`config.mk`:
```
export PLATFORM = sky130hd
export DESIGN_NAME = gfd_norm
export DESIGN_NICKNAME = d
export VERILOG_FILES = /design/src/hw/rtl/gfd_pkg.sv /design/src/hw/rtl/gfd_norm.sv
export SDC_FILE = /design/constraint.sdc
export NUM_CORES = 1
export LEC_CHECK = 0
export ABC_AREA = 1
export BUFFER_PORTS_ARGS = -buffer_cell sky130_fd_sc_hd__buf_2
export CORE_MARGIN = 4
export CORE_UTILIZATION = 25
export DETAILED_ROUTE_END_ITERATION = 10
export SYNTH_ARGS = -nofsm -noshare
export SYNTH_HDL_FRONTEND = slang
export SYNTH_SLANG_ARGS = --single-unit
```
`constraint.sdc`:
```
create_clock -name i_clk -period 2.65 [get_ports i_clk]
set_input_delay 0.3975 -clock i_clk [delete_from_list [all_inputs] [get_ports i_clk]]
set_output_delay 0.3975 -clock i_clk [all_outputs]
set_load 0.02 [all_outputs]
```
`src/hw/rtl/gfd_pkg.sv`:
```
`default_nettype none

package gfd_pkg;

    localparam int WORD_W             = 32;
    localparam int FRAC_W             = 31;
    localparam int PROD_W             = 2 * WORD_W;
    localparam int SHIFT_W            = 5;
    localparam int DEF_ITERATIONS     = 5;
    localparam int DEF_DIVISOR_WIDTH  = 8;

    localparam logic [PROD_W-1:0]  ROUND_BIAS = PROD_W'(1) << (FRAC_W - 1);
    localparam logic [SHIFT_W-1:0] NORM_TOP   = SHIFT_W'(FRAC_W - 1);

    // control that travels alongside the datapath words
    typedef struct packed {
        logic               valid;
        logic               zero;
        logic [SHIFT_W-1:0] shift;
    } t_ctl;

endpackage

`default_nettype wire

```
`src/hw/rtl/gfd_norm.sv`:
```
`default_nettype none

module gfd_norm
    import gfd_pkg::*;
#(
    parameter int DIVISOR_WIDTH = DEF_DIVISOR_WIDTH
) (
    input  wire logic                     i_clk,
    input  wire logic                     i_rst_n,
    input  wire logic                     i_valid,
    input  wire logic [WORD_W-1:0]        i_numerator,
    input  wire logic [DIVISOR_WIDTH-1:0] i_divisor,
    output t_ctl                          o_ctl,
    output logic      [WORD_W-1:0]        o_d,
    output logic      [WORD_W-1:0]        o_n
);

    logic [SHIFT_W-1:0] lead;
    t_ctl               n_ctl;
    t_ctl               r_ctl;
    logic [WORD_W-1:0]  n_d;
    logic [WORD_W-1:0]  r_d;
    logic [WORD_W-1:0]  r_n;

    // leading-one index
    always_comb begin
        lead = '0;
        for (int i = 0; i < DIVISOR_WIDTH; i++) begin
            if (i_divisor[i]) begin
                lead = SHIFT_W'(i);
            end
        end
    end

    always_comb begin
        n_ctl.valid = i_valid;
        n_ctl.zero  = (i_divisor == '0);
        n_ctl.shift = lead + SHIFT_W'(1);
        n_d         = WORD_W'(i_divisor) << (NORM_TOP - lead);
    end

    always_ff @(posedge i_clk) begin
        if (!i_rst_n) begin
            r_ctl <= '0;
        end else begin
            r_ctl <= n_ctl;
        end
    end

    always_ff @(posedge i_clk) begin
        r_d <= n_d;
        r_n <= i_numerator;
    end

    assign o_ctl = r_ctl;
    assign o_d   = r_d;
    assign o_n   = r_n;

endmodule

`default_nettype wire

```
==> flow_metrics.env <==
export IMPL_die_w_um=91.5
export IMPL_seq_area_frac_synth_pct=62.0
export IMPL_power_density_nw_per_um2=740
export IMPL_pwr_share_seq_pct=50.2
export IMPL_hp_class="input pin to flop"
export IMPL_dpl_cell_area_um2=2280
export IMPL_cts_root_buffer="sky130_fd_sc_hd__clkbuf_8"
export IMPL_largest_net_degree_at_the_start_of_global_routing=17
export IMPL_std_cell_rows=30
export IMPL_outcome="finished clean"
export IMPL_synth_edf_count=0
export IMPL_critPathArrivalTime_ns=2.11
export IMPL_hold_path_endpoint="o_n[27]"
export IMPL_final_wirelength_um=4550
export IMPL_p_int_mw=1.27
export IMPL_vias_per_cell=3.95
export IMPL_routed_wirelength_normalized_by_instance_count_um=11.8
export IMPL_setup_violations=0
export IMPL_path_cells="buf_2 > inv_1 > nand2_1 > nand2_1 > nand2_1 > nand2_1 > nand2_2 > inv_1 > ha_1 > inv_1 > nand3_1 > nand3_1 > nand2_1 > nor2_1"
export IMPL_clock_sink_count=54
export IMPL_worst_path_max_delay_cell="sky130_fd_sc_hd__ha_1"
export IMPL_power_net_switching_mw=0.504
export IMPL_grt_first_pass_wirelength_um=7150
export IMPL_fin_crit_sh_pct=72.3
export IMPL_post_synth_inst_count=188
export IMPL_drc=0
export IMPL_layout_cell_area_non_filler_um2=2390
export IMPL_crit_type="input pin to flop"
export IMPL_rsz0062_at_grt="false"
export IMPL_io_pins=114
export IMPL_die_area_um2=8380
export IMPL_synth_ff_type="sky130_fd_sc_hd__dfxtp_1"
export IMPL_core_um2=6790
export IMPL_whs_path_depth=1
export IMPL_cts_tree="built"
export IMPL_synth_top_cells_by_count="sky130_fd_sc_hd__dfxtp_1 (54), sky130_fd_sc_hd__nand2_1 (40), sky130_fd_sc_hd__nand3_1 (27), sky130_fd_sc_hd__buf_4 (18), sky130_fd_sc_hd__inv_1 (14)"
export IMPL_postSynth_asyncResetShare_pct=0
export IMPL_crit_family="simple AND/OR/NAND/NOR gates"
export IMPL_vias_in_the_first_global_route=1447
export IMPL_timing_max_cap_violations=0
export IMPL_p_sw_share_pct=28.5
export IMPL_total_power_mw=1.77
export IMPL_grt_overflow_total=0
export IMPL_p_comb_share_pct=19.6
export IMPL_power_share_clock_pct=30.2
export IMPL_antenna_cells=0
export IMPL_worst_path_buf_inv=4
export IMPL_cts_max_level=2
export IMPL_slew_violations=0
export IMPL_synthDominantAreaCellType="sky130_fd_sc_hd__dfxtp_1"
export IMPL_leakage_nw=1.30
export IMPL_required_time_of_the_critical_path_ns=2.84
export IMPL_synth_cell_type_count=20
export IMPL_vdd_ir_drop_max_uv=219
export IMPL_netlist_area_um2=1740
export IMPL_layout_drive_gt1_share_pct=38.8
export IMPL_kind_of_end_point_of_the_critical_path="flop"
export IMPL_synthToLayoutAreaGrowth_pct=37.1
export IMPL_ys_warnings_count=0
export IMPL_groute_usage_overall_pct=10.9
export IMPL_place_gp_congestion=0.818
export IMPL_dpl_hpwl_um=3750
export IMPL_synth_top_cell_area_share_pct=62.0
export IMPL_start_util_pct=25.7
export IMPL_hold_buffers=0
export IMPL_type_of_element_launching_the_critical_path="input pin"
export IMPL_clock_pin_slew_on_the_worst_setup_and_hold_paths_ns=0.09
export IMPL_finalSetupTns_ns=0
export IMPL_cts_buffers=5
export IMPL_drt_first_iter_violations=85
export IMPL_fmax_mhz=522
export IMPL_die_height_um=91.5
export IMPL_critPathMaxFanout=11
export IMPL_final_period_minus_worst_setup_slack_ns=1.91
export IMPL_synth_most_common_cell="sky130_fd_sc_hd__dfxtp_1"
export IMPL_hold_worst_slack_ns=0.191
export IMPL_finalHoldViolations=0
export IMPL_cts_setup_buffers=0
export IMPL_antenna_left=0
export IMPL_placement_io_buffers=96
export IMPL_initial_antenna_violation_count=0
export IMPL_worst_path_largest_cell_delay_ns=0.46
export IMPL_design_final_nets=334
export IMPL_drt_first_pass_iters=4
export IMPL_cts_root_to_sink_buffers=2
export IMPL_crit_start="i_divisor[2]"
export IMPL_cpMostUsedCell="sky130_fd_sc_hd__nand2_1"
export IMPL_netlist_top_cells_area="sky130_fd_sc_hd__dfxtp_1 (62%), sky130_fd_sc_hd__nand2_1 (8.6%), sky130_fd_sc_hd__buf_4 (7.7%)"
export IMPL_routed_via_count=1527
export IMPL_min_delay_start="i_numerator[27]"
export IMPL_synth_avg_cell_area_um2=9.28
export IMPL_yosys_reg_bits=54
export IMPL_cts_repair_resize_count=0
area by class of cell:
| class | instances | area, um2 |
|---|---|---|
| fill | 717 | 4400 |
| sequential | 54 | 1080 |
| multi-input combinational | 114 | 520 |
| timing repair buffer | 98 | 495 |
| tap | 96 | 120 |
| clock buffer | 6 | 72.6 |
| inverter | 17 | 63.8 |
| clock inverter | 2 | 37.5 |
layer usage:
metal,GRT usage (%),wire (um),vias up
met2,16.6,1830,112
met5,0,0,-
li1,-,-,760
met1,13.8,1940,650
met4,4.15,68,0
met3,4.39,711,5
placed cells by master, fill, tap and decap left out:
cell | netlist | layout
sky130_fd_sc_hd__buf_2 | 0 | 96
sky130_fd_sc_hd__dfxtp_1 | 54 | 54
sky130_fd_sc_hd__nand2_1 | 40 | 40
sky130_fd_sc_hd__nand3_1 | 27 | 27
sky130_fd_sc_hd__conb_1 | 1 | 18
sky130_fd_sc_hd__inv_1 | 14 | 14
sky130_fd_sc_hd__nor2_1 | 13 | 13
sky130_fd_sc_hd__clkbuf_8 | 0 | 5
sky130_fd_sc_hd__inv_2 | 3 | 3
sky130_fd_sc_hd__nand2_2 | 3 | 3
sky130_fd_sc_hd__a21oi_1 | 2 | 2
sky130_fd_sc_hd__o21ai_1 | 2 | 2
sky130_fd_sc_hd__nand4_1 | 2 | 2
sky130_fd_sc_hd__buf_4 | 18 | 2
sky130_fd_sc_hd__o311ai_0 | 1 | 1
sky130_fd_sc_hd__nand4_2 | 1 | 1
sky130_fd_sc_hd__xor2_2 | 1 | 1
sky130_fd_sc_hd__o21ai_0 | 1 | 1
sky130_fd_sc_hd__o211ai_1 | 1 | 1
sky130_fd_sc_hd__nor3_1 | 1 | 1
sky130_fd_sc_hd__ha_1 | 1 | 1
sky130_fd_sc_hd__bufinv_16 | 0 | 1
sky130_fd_sc_hd__clkinvlp_4 | 0 | 1
sky130_fd_sc_hd__clkbuf_1 | 2 | 1
registers in the layout (all words and copies together), names as in the netlist:
register / count
o_n: 32
o_ctl: 6
o_d: 16
kinds of logic after synthesis:
| logic type | after synthesis | share of synthesized area, % |
|---|---|---|
| buf+inv | 37 | 11.8 |
| other cells | 1 | 0.215 |
| compound gates | 7 | 2.37 |
| simple gates | 87 | 22.0 |
| fa+ha+maj | 1 | 0.717 |
| xor+xnor | 1 | 0.933 |
| flops | 54 | 62.0 |
power by group through the flow:
stage | Clock (mW) | Sequential [mW] | Combinational [mW]
finish | 0.534 | 0.888 | 0.348
detailed placement | 0 | 0.909 | 0.350
CTS | 0.560 | 0.890 | 0.351
floorplan | 0 | 0.991 | 0.153
global route | 0.599 | 0.897 | 0.383
global placement | 0 | 0.908 | 0.349
through the flow:
step	worst slack [ns]	cells	util, %
floorplan	0.613	205	-
global placement	0.493	379	33.6
finish	0.735	387	35.2
CTS	0.757	387	35.2
global route	0.520	387	35.2
detailed placement	0.430	379	33.6
worst max-delay path by stage:
stage / end / slack, ns / cells past startpoint
after floorplan: o_d[30] / 0.61 / 10
final: o_d[23] / 0.74 / 14
after global placement: o_d[23] / 0.49 / 11
after detailed placement: o_d[23] / 0.43 / 11
after CTS: o_d[23] / 0.76 / 11
after global routing: o_d[23] / 0.52 / 15
Power figures use the tool's default switching activity.
