`config.mk`:
```
export PLATFORM = sky130hd
export DESIGN_NAME = gfd_denorm
export DESIGN_NICKNAME = d
export VERILOG_FILES = /design/src/hw/rtl/gfd_pkg.sv /design/src/hw/rtl/gfd_denorm.sv
export SDC_FILE = /design/constraint.sdc
export NUM_CORES = 1
export LEC_CHECK = 0
export BUFFER_PORTS_ARGS = -buffer_cell sky130_fd_sc_hd__buf_2
export CORE_MARGIN = 2
export CORE_UTILIZATION = 50
export DETAILED_ROUTE_END_ITERATION = 10
export PLACE_DENSITY = 0.82
export SETUP_SLACK_MARGIN = 0.4
export SLEW_MARGIN = 10
export SYNTH_ARGS = -nofsm -noshare
export SYNTH_HDL_FRONTEND = slang
export SYNTH_SLANG_ARGS = --single-unit
```
`constraint.sdc`:
```
create_clock -name i_clk -period 2.8 [get_ports i_clk]
set_clock_uncertainty 0.2 [all_clocks]
set_input_delay 0.42 -clock i_clk [delete_from_list [all_inputs] [get_ports i_clk]]
set_output_delay 0.42 -clock i_clk [all_outputs]
set_load 0.1 [all_outputs]
```
`src/hw/rtl/gfd_pkg.sv`:
```
`default_nettype none

package gfd_pkg;

    localparam int WORD_W             = 32;
    localparam int FRAC_W             = 31;
    localparam int PROD_W             = 2 * WORD_W;
    localparam int SHIFT_W            = 5;
    localparam int DEF_ITERATIONS     = 5;
    localparam int DEF_DIVISOR_WIDTH  = 8;

    localparam logic [PROD_W-1:0]  ROUND_BIAS = PROD_W'(1) << (FRAC_W - 1);
    localparam logic [SHIFT_W-1:0] NORM_TOP   = SHIFT_W'(FRAC_W - 1);

    // control that travels alongside the datapath words
    typedef struct packed {
        logic               valid;
        logic               zero;
        logic [SHIFT_W-1:0] shift;
    } t_ctl;

endpackage

`default_nettype wire

```
`src/hw/rtl/gfd_denorm.sv`:
```
`default_nettype none

module gfd_denorm
    import gfd_pkg::*;
(
    input  wire logic              i_clk,
    input  wire logic              i_rst_n,
    input  wire t_ctl              i_ctl,
    input  wire logic [WORD_W-1:0] i_n,
    output logic                   o_strobe,
    output logic      [WORD_W-1:0] o_quotient
);

    logic [WORD_W-1:0] n_quotient;
    logic              r_strobe;
    logic [WORD_W-1:0] r_quotient;

    always_comb begin
        n_quotient = i_ctl.zero ? '0 : (i_n >> i_ctl.shift);
    end

    always_ff @(posedge i_clk) begin
        if (!i_rst_n) begin
            r_strobe <= 1'b0;
        end else begin
            r_strobe <= i_ctl.valid;
        end
    end

    always_ff @(posedge i_clk) begin
        r_quotient <= n_quotient;
    end

    assign o_strobe   = r_strobe;
    assign o_quotient = r_quotient;

endmodule

`default_nettype wire
```
==> impl_results.md, run 1 <==
* Max-Cap Viols at 0
* Unique masters post-synth at 40
* Area Growth Syn to Fin at 18.60%
* Vias in the first global route at 1,987
* Post-layout min period at 2.129 ns
* Post-synthesis cell area at 2584 um^2
* Ratio of cells with drive above 1 in the final layout at 0.4752
* Post-DP HPWL at roughly 5000 um
* Max transition margin at 0.6414
* Cts hold-fix bufs at 0
* Fmax at 0.4696 GHz
* Post-synth top cells: 33 x dfxtp_1, 30 x mux4_2, 26 x mux2i_1
* Initial Util at 0.5124
* Initial antenna violation count at 0
* DRT Pass-1 Iters at 4
* Hold Crit Class: primary input to flop
* Die Wd at 75.89 um
* Avg Vias per Cell at 6.256
* Initial DRC count at 162
* Critical path's slowest cell: mux4_1
* Data arrival time of the critical path at 2.09 ns
* Synthesized netlist cell count at 214
* Grt total ovfl at 0
* Routed via count at around 2,200
* Drc violations at 0
* # diodes at 0
* TritonCTS clock tree: built
* PD cells at 485.8 nW/um^2
* Ranking of synthesized cells by area: mux4_2 26%, dfxtp_1 26%, mux2i_1 10%
* Critical path data required time at 2.76 ns
* Startpoint types: primary input
* Max-slew violations at 0
* Fin crit share at 0.7605
* Seq/Total Area, Yosys at 0.2557
* IO Pins at 74
* Non-Filler Instances at 352
* Slew @ Worst Pin at 0.5338 ns
* # clock sinks at 33
* Post-route ant nets at 0
* Most frequent cell after synthesis: dfxtp_1
* CP Capture Type: flop
* FP Rows at 26
* CTS max path bufs at 2
* Final WL at between 6000 and 7000 um
* Post-CTS sizing at 0
* Critical Path Max Stage Delay at 0.65 ns
* Status: complete, no violations
* Die Area at about 5800 um^2
* WS Path Type: primary input to flop
* Number of setup buffers added after CTS at 0
* Synth top area share at 0.2615
* Final setup TNS at 0 ns
* Crit path buf inv count at 2
* Cell taking the most area after synthesis: mux4_2
* Final Setup Violations at 0
* Reg clk slew, reported paths at about 0.070 ns
* # port buffers at 73
* Net Count, Synth at approximately 260
* CP cell instances: buf_2, buf_12, mux4_1, mux2_2, mux2i_1, o21ai_0
* Number of synthesized register bits at 33
* Primary FF master, synth: dfxtp_1
* Final hold vios at 0
* Num CTS Buffers at 5
* Maximum number of pins on one net before global-route repair at 32
* Peak VDD IR at 0.2318 mV
* Layout net count at 322
* RSZ-0062 raised after global routing: false
* Global-route wire length before repair at about 10000 um
* Max H-tree Level at 2
* Drt wl/cell at 18.01 um
* Static Leak at approximately 1.4 nW
* Root buf cell: clkbuf_8
* All-layer global routing usage at 0.2372
* Synth Warn # at 0
* Crit path max-delay family: multiplexers
* Core area at 5042 um^2
* Routability cong. at 0.9495
* EDFF count, synth at 0
* FFs w/ async S/R, synth at 0
* Avg Inst Size Synth at 12.07 um^2
* Dpl cells at 344
* Die Span Y at ~76 um
* Crit-path max FO at 31
==> sequential cells by signal, summed over array words and instances (netlist names) <==
name,count
o_strobe,1
o_quotient,32
==> metrics by stage <==
stage	area [um^2]	power, mW	hold WS [ns]	utilization	setup WS, ns
6_report	3064	1.489	0.1331	0.6077	0.6707
5_1_grt	3064	1.546	0.1472	0.6077	0.5637
4_1_cts	3064	1.489	0.1303	0.6077	0.6693
3_5_place_dp	2982	1.158	0.4226	0.5913	0.3651
3_3_place_gp	2982	1.149	0.4254	0.5913	0.3922
2_1_floorplan	2584	1.023	0.3417	-	0.6436
==> where the power goes <==
part	internal [mW]	switching (mW)
Clock	0.172	0.164
Combinational	0.212	0.432
Sequential	0.501	0.00760
==> cell type report <==
type / count / area, um^2
fillers: 425 / 1978
clock buffers: 6 / 72.57
inverters: 2 / 7.507
repair buffers: 80 / 442.9
well taps: 70 / 87.58
multi-input cells: 159 / 1783
clock inverters: 2 / 10.01
flip-flops and latches: 33 / 660.6
==> metal layers <==
layer / GRT usage / wire length (um) / up-vias
li1: - / - / 1007
met5: 0 / 0 / -
met4: 0.09747 / 160 / 0
met1: 0.3319 / 2669 / 1072
met2: 0.3697 / 3009 / 111
met3: 0.03704 / 498 / 12
==> final timing paths <==
check | start | end | cells past startpoint
worst max-delay path | i_ctl[0] | o_quotient[1] | 6
worst min-delay path | i_ctl[6] | o_strobe | 2
==> cells by family (layout without fill, tap and decap cells) <==
| family | Yosys count | count (layout) | synth area share |
|---|---|---|---|
| and+or+nand+nor | 49 | 49 | 0.09492 |
| AOI/OAI and AO/OA | 33 | 33 | 0.09395 |
| DFF | 33 | 33 | 0.2557 |
| muxes | 77 | 77 | 0.5012 |
| buffers and inverters | 22 | 90 | 0.05424 |
==> cell usage in the layout (no fill, tap or decap), types with 3 or more instances in the layout <==
| cell | synthesis | routed |
|---|---|---|
| buf_2 | 6 | 73 |
| dfxtp_1 | 33 | 33 |
| a211oi_1 | 4 | 4 |
| o21ai_0 | 5 | 5 |
| or4_1 | 3 | 3 |
| nand2_1 | 12 | 12 |
| clkbuf_8 | 0 | 5 |
| and3_1 | 4 | 4 |
| o22a_1 | 3 | 3 |
| nor3_1 | 3 | 3 |
| nor2_1 | 11 | 11 |
| buf_4 | 3 | 5 |
| o221ai_1 | 3 | 3 |
| a21oi_1 | 3 | 3 |
| mux2_2 | 12 | 12 |
| nand3_1 | 6 | 6 |
| nor2b_1 | 3 | 3 |
| a22o_1 | 4 | 4 |
| mux4_2 | 30 | 30 |
| mux2i_1 | 26 | 26 |
| mux4_1 | 8 | 8 |
Power figures use the tool's default switching activity.
==> run 2, diff against run 1 <==
--- a/config.mk
+++ b/config.mk
@@ -5,11 +5,12 @@
 export SDC_FILE = /design/constraint.sdc
 export NUM_CORES = 1
 export LEC_CHECK = 0
+export ABC_AREA = 1
 export BUFFER_PORTS_ARGS = -buffer_cell sky130_fd_sc_hd__buf_2
 export CORE_MARGIN = 2
 export CORE_UTILIZATION = 50
 export DETAILED_ROUTE_END_ITERATION = 10
-export PLACE_DENSITY = 0.82
+export PLACE_DENSITY = 0.84
 export SETUP_SLACK_MARGIN = 0.4
 export SLEW_MARGIN = 10
 export SYNTH_ARGS = -nofsm -noshare
==> constraint.sdc (replaced) <==
create_clock -name i_clk -period 2 [get_ports i_clk]
set_clock_uncertainty 0.2 [all_clocks]
set_input_delay 0.3 -clock i_clk [delete_from_list [all_inputs] [get_ports i_clk]]
set_output_delay 0.3 -clock i_clk [all_outputs]
set_load 0.1 [all_outputs]
==> run 2 against run 1 <==
Net effect:
- wire length up 8.9%
- worst setup slack worse by 0.21 ns
- via count rose by 30%
- critical path type is now flop to output port
- sequential power up 39%
- largest cell class unchanged
==> impl_results.md, run 2 <==
* Status: complete, no violations
* Ranking of synthesized cells by area: nand3_1 42%, dfxtp_1 29%, nand2_1 18%
* DRT Pass-1 Iters at 5 (+1)
* Hold Crit Class: primary input to flop
* Final WL at 6905 um (+8.9%)
* Vias in the first global route at 2,488 (+25%)
* Hold Slack at 0.001338 ns (-0.1318 ns)
* Reg clk slew, reported paths at 0.06 ns (about the same)
* RSZ-0062 raised after global routing: false
* Initial Util at 0.5178 (+0.005409)
* Non-Filler Instances at 501 (+42%)
* Startpoint types: flop
* Drt wl/cell at 13.78 um (-23%)
* Final setup TNS at 0 ns (unchanged)
* CP cell instances: buf_2
* Post-Synth Adder-Cell Area at 0 (unchanged)
* Number of synthesized register bits at 33 (unchanged)
* Die Span Y at 71.15 um (-6.2%)
* Critical path's slowest cell: buf_2
* Crit path max-delay family: buffers and inverters
* Cell taking the most area after synthesis: nand3_1
* # clock sinks at 33 (unchanged)
* Primary FF master, synth: dfxtp_1
* Area Growth Syn to Fin at 21.64%
* XOR/XNOR Fraction of Synth Area at 0 (unchanged)
* All-layer global routing usage at 0.2884 (+0.05121)
* Synth top area share at 0.4151 (+0.1536)
* Largest register FFs at 32 (unchanged)
* # diodes at 0 (unchanged)
* Commonest non-fill, non-tap cells in the layout: 186 x nand3_1, 107 x nand2_1, 72 x buf_2, 33 x dfxtp_1, 16 x nor2_1
* Data arrival time of the critical path at 1.04 ns (-1.05 ns)
* Max transition margin at 0.6483 (+0.006932)
* Layout net count at 490 (+52%)
* Initial DRC count at 309 (+91%)
* Fmax at 0.6504 GHz
* Post-synthesis cell area at 2255 um^2 (-13%)
* Die Area at 5062 um^2 (-12%)
* Root buf cell: clkbuf_8
* Routability cong. at 0.9712 (+2.3%)
* Unique masters post-synth at 14 (-65%)
* Most frequent cell after synthesis: nand3_1
* Slew @ Worst Pin at 0.5269 ns (-0.006872 ns)
* Post-synthesis compound-gate area fraction at 0.002220 (-0.09173)
* FP Rows at 24 (-7.7%)
* Max-slew violations at 0 (unchanged)
* Post-synth top cells: 187 x nand3_1, 107 x nand2_1, 33 x dfxtp_1
* Core area at 4354 um^2 (-14%)
* Mux share of post-synthesis cell area at 0 (-0.5012)
* Fin crit share at 0.7687
* Drc violations at 0 (unchanged)
* Seq/Total Area, Yosys at 0.2930 (+0.03732)
* Largest family of logic cells by synthesized area: simple AND/OR/NAND/NOR gates
* Max H-tree Level at 2 (unchanged)
* Dpl cells at 494 (+44%)
* Static Leak at 1.437 nW (+5.7%)
* Peak VDD IR at 0.3161 mV (+36%)
* Global-route wire length before repair at 11,820 um (+18%)
* Avg Inst Size Synth at 5.841 um^2 (-52%)
* Ratio of cells with drive above 1 in the final layout at 0.2116 (-0.2636)
* Num CTS Buffers at 5 (unchanged)
* Synth Warn # at 0 (unchanged)
* Cts hold-fix bufs at 0 (unchanged)
* # port buffers at 73 (unchanged)
* CTS max path bufs at 2 (unchanged)
* IO Pins at 74 (unchanged)
* Crit path buf inv count at 1 (-1)
* Critical path data required time at 1.50 ns (-1.26 ns)
* Simple-gate share of the synthesized area at 0.6371 (+0.5422)
* WS Path Type: flop to output port
* Commonest non-fill, non-tap cell in the layout: nand3_1
* Net Count, Synth at 427 (+67%)
* Critical Path Max Stage Delay at 0.43 ns (-0.22 ns)
* CP Capture Type: output port
* Number of setup buffers added after CTS at 0 (unchanged)
* Grt total ovfl at 0 (unchanged)
* TritonCTS clock tree: built
* PD cells at 727.4 nW/um^2 (+50%)
* Maximum number of pins on one net before global-route repair at 35 (+9.4%)
* Avg Vias per Cell at 5.721 (-8.6%)
* Max-Cap Viols at 0 (unchanged)
* Die Wd at 71.15 um (-6.2%)
* Initial antenna violation count at 0 (unchanged)
* Util after Layout at 0.6299 (+0.02219)
* Post-layout min period at roughly 1.5 ns
* EDFF count, synth at 0 (unchanged)
* Synthesized netlist cell count at 386 (+80%)
* FFs w/ async S/R, synth at 0 (unchanged)
* Final hold vios at 0 (unchanged)
* Final Setup Violations at 0 (unchanged)
* Routed via count at 2,866 (+30%)
* Crit-path max FO at 1 (-97%)
* Post-route ant nets at 0 (unchanged)
* Post-DP HPWL at 5281 um (+6.3%)
## run 2: final cells by class
class | count | area, um^2
Sequential cell | 33 | 660.6
Inverter | 7 | 30.03
Clock buffer | 7 | 86.33
Timing Repair Buffer | 84 | 450.4
Multi-Input combinational cell | 318 | 1450
Tap cell | 52 | 65.06
Fill cell | 444 | 1612
## run 2: what timing repair did
action                                  4_1_cts  5_1_grt
endpoints found under the setup margin        0       21
endpoints found under the hold margin         0        0
gates resized for setup                       0        4
## run 2: worst paths after layout
kind | start | endpoint | slack [ns] | cells past startpoint
worst max-delay path | o_quotient[19] | o_quotient[19] | 0.46 | 1
worst min-delay path | i_ctl[6] | o_strobe | 0.001 | 3
## run 2: worst min-delay path, delay by kind of cell
kind / cells / cell delay, ns
buffers and inverters: 2 / 0.11
AND/OR/NAND/NOR: 1 / 0.04
## run 2: kinds of logic (layout without fill, tap and decap cells)
kind of cell / after synthesis / in the layout
compound gates: 1 / 1
simple gates: 317 / 317
buf+inv: 35 / 98
flops: 33 / 33
## run 2: per-stage QoR
step                power, mW  area (um^2)  setup slack [ns]
finish                  1.995         2743            0.4625
global placement        1.501         2641            0.1874
detailed placement      1.505         2641            0.1915
floorplan               1.338         2255            0.5910
CTS                     1.983         2728            0.4652
global route            2.097         2743            0.3982
## run 2: power by group
| group | total (mW) | internal [mW] | switching, mW |
|---|---|---|---|
| registers | 0.707 | 0.698 | 0.00905 |
| clock network | 0.490 | 0.273 | 0.218 |
| logic | 0.797 | 0.184 | 0.613 |
| total | 1.99 | 1.15 | 0.840 |
## run 2: metal layers
layer	global-route usage	wire length, um	vias to the layer above
met3	0.04701	671	11
met5	0	0	-
met2	0.4321	2958	151
met1	0.4341	3156	1256
met4	0.06289	118	0
li1	-	-	1448
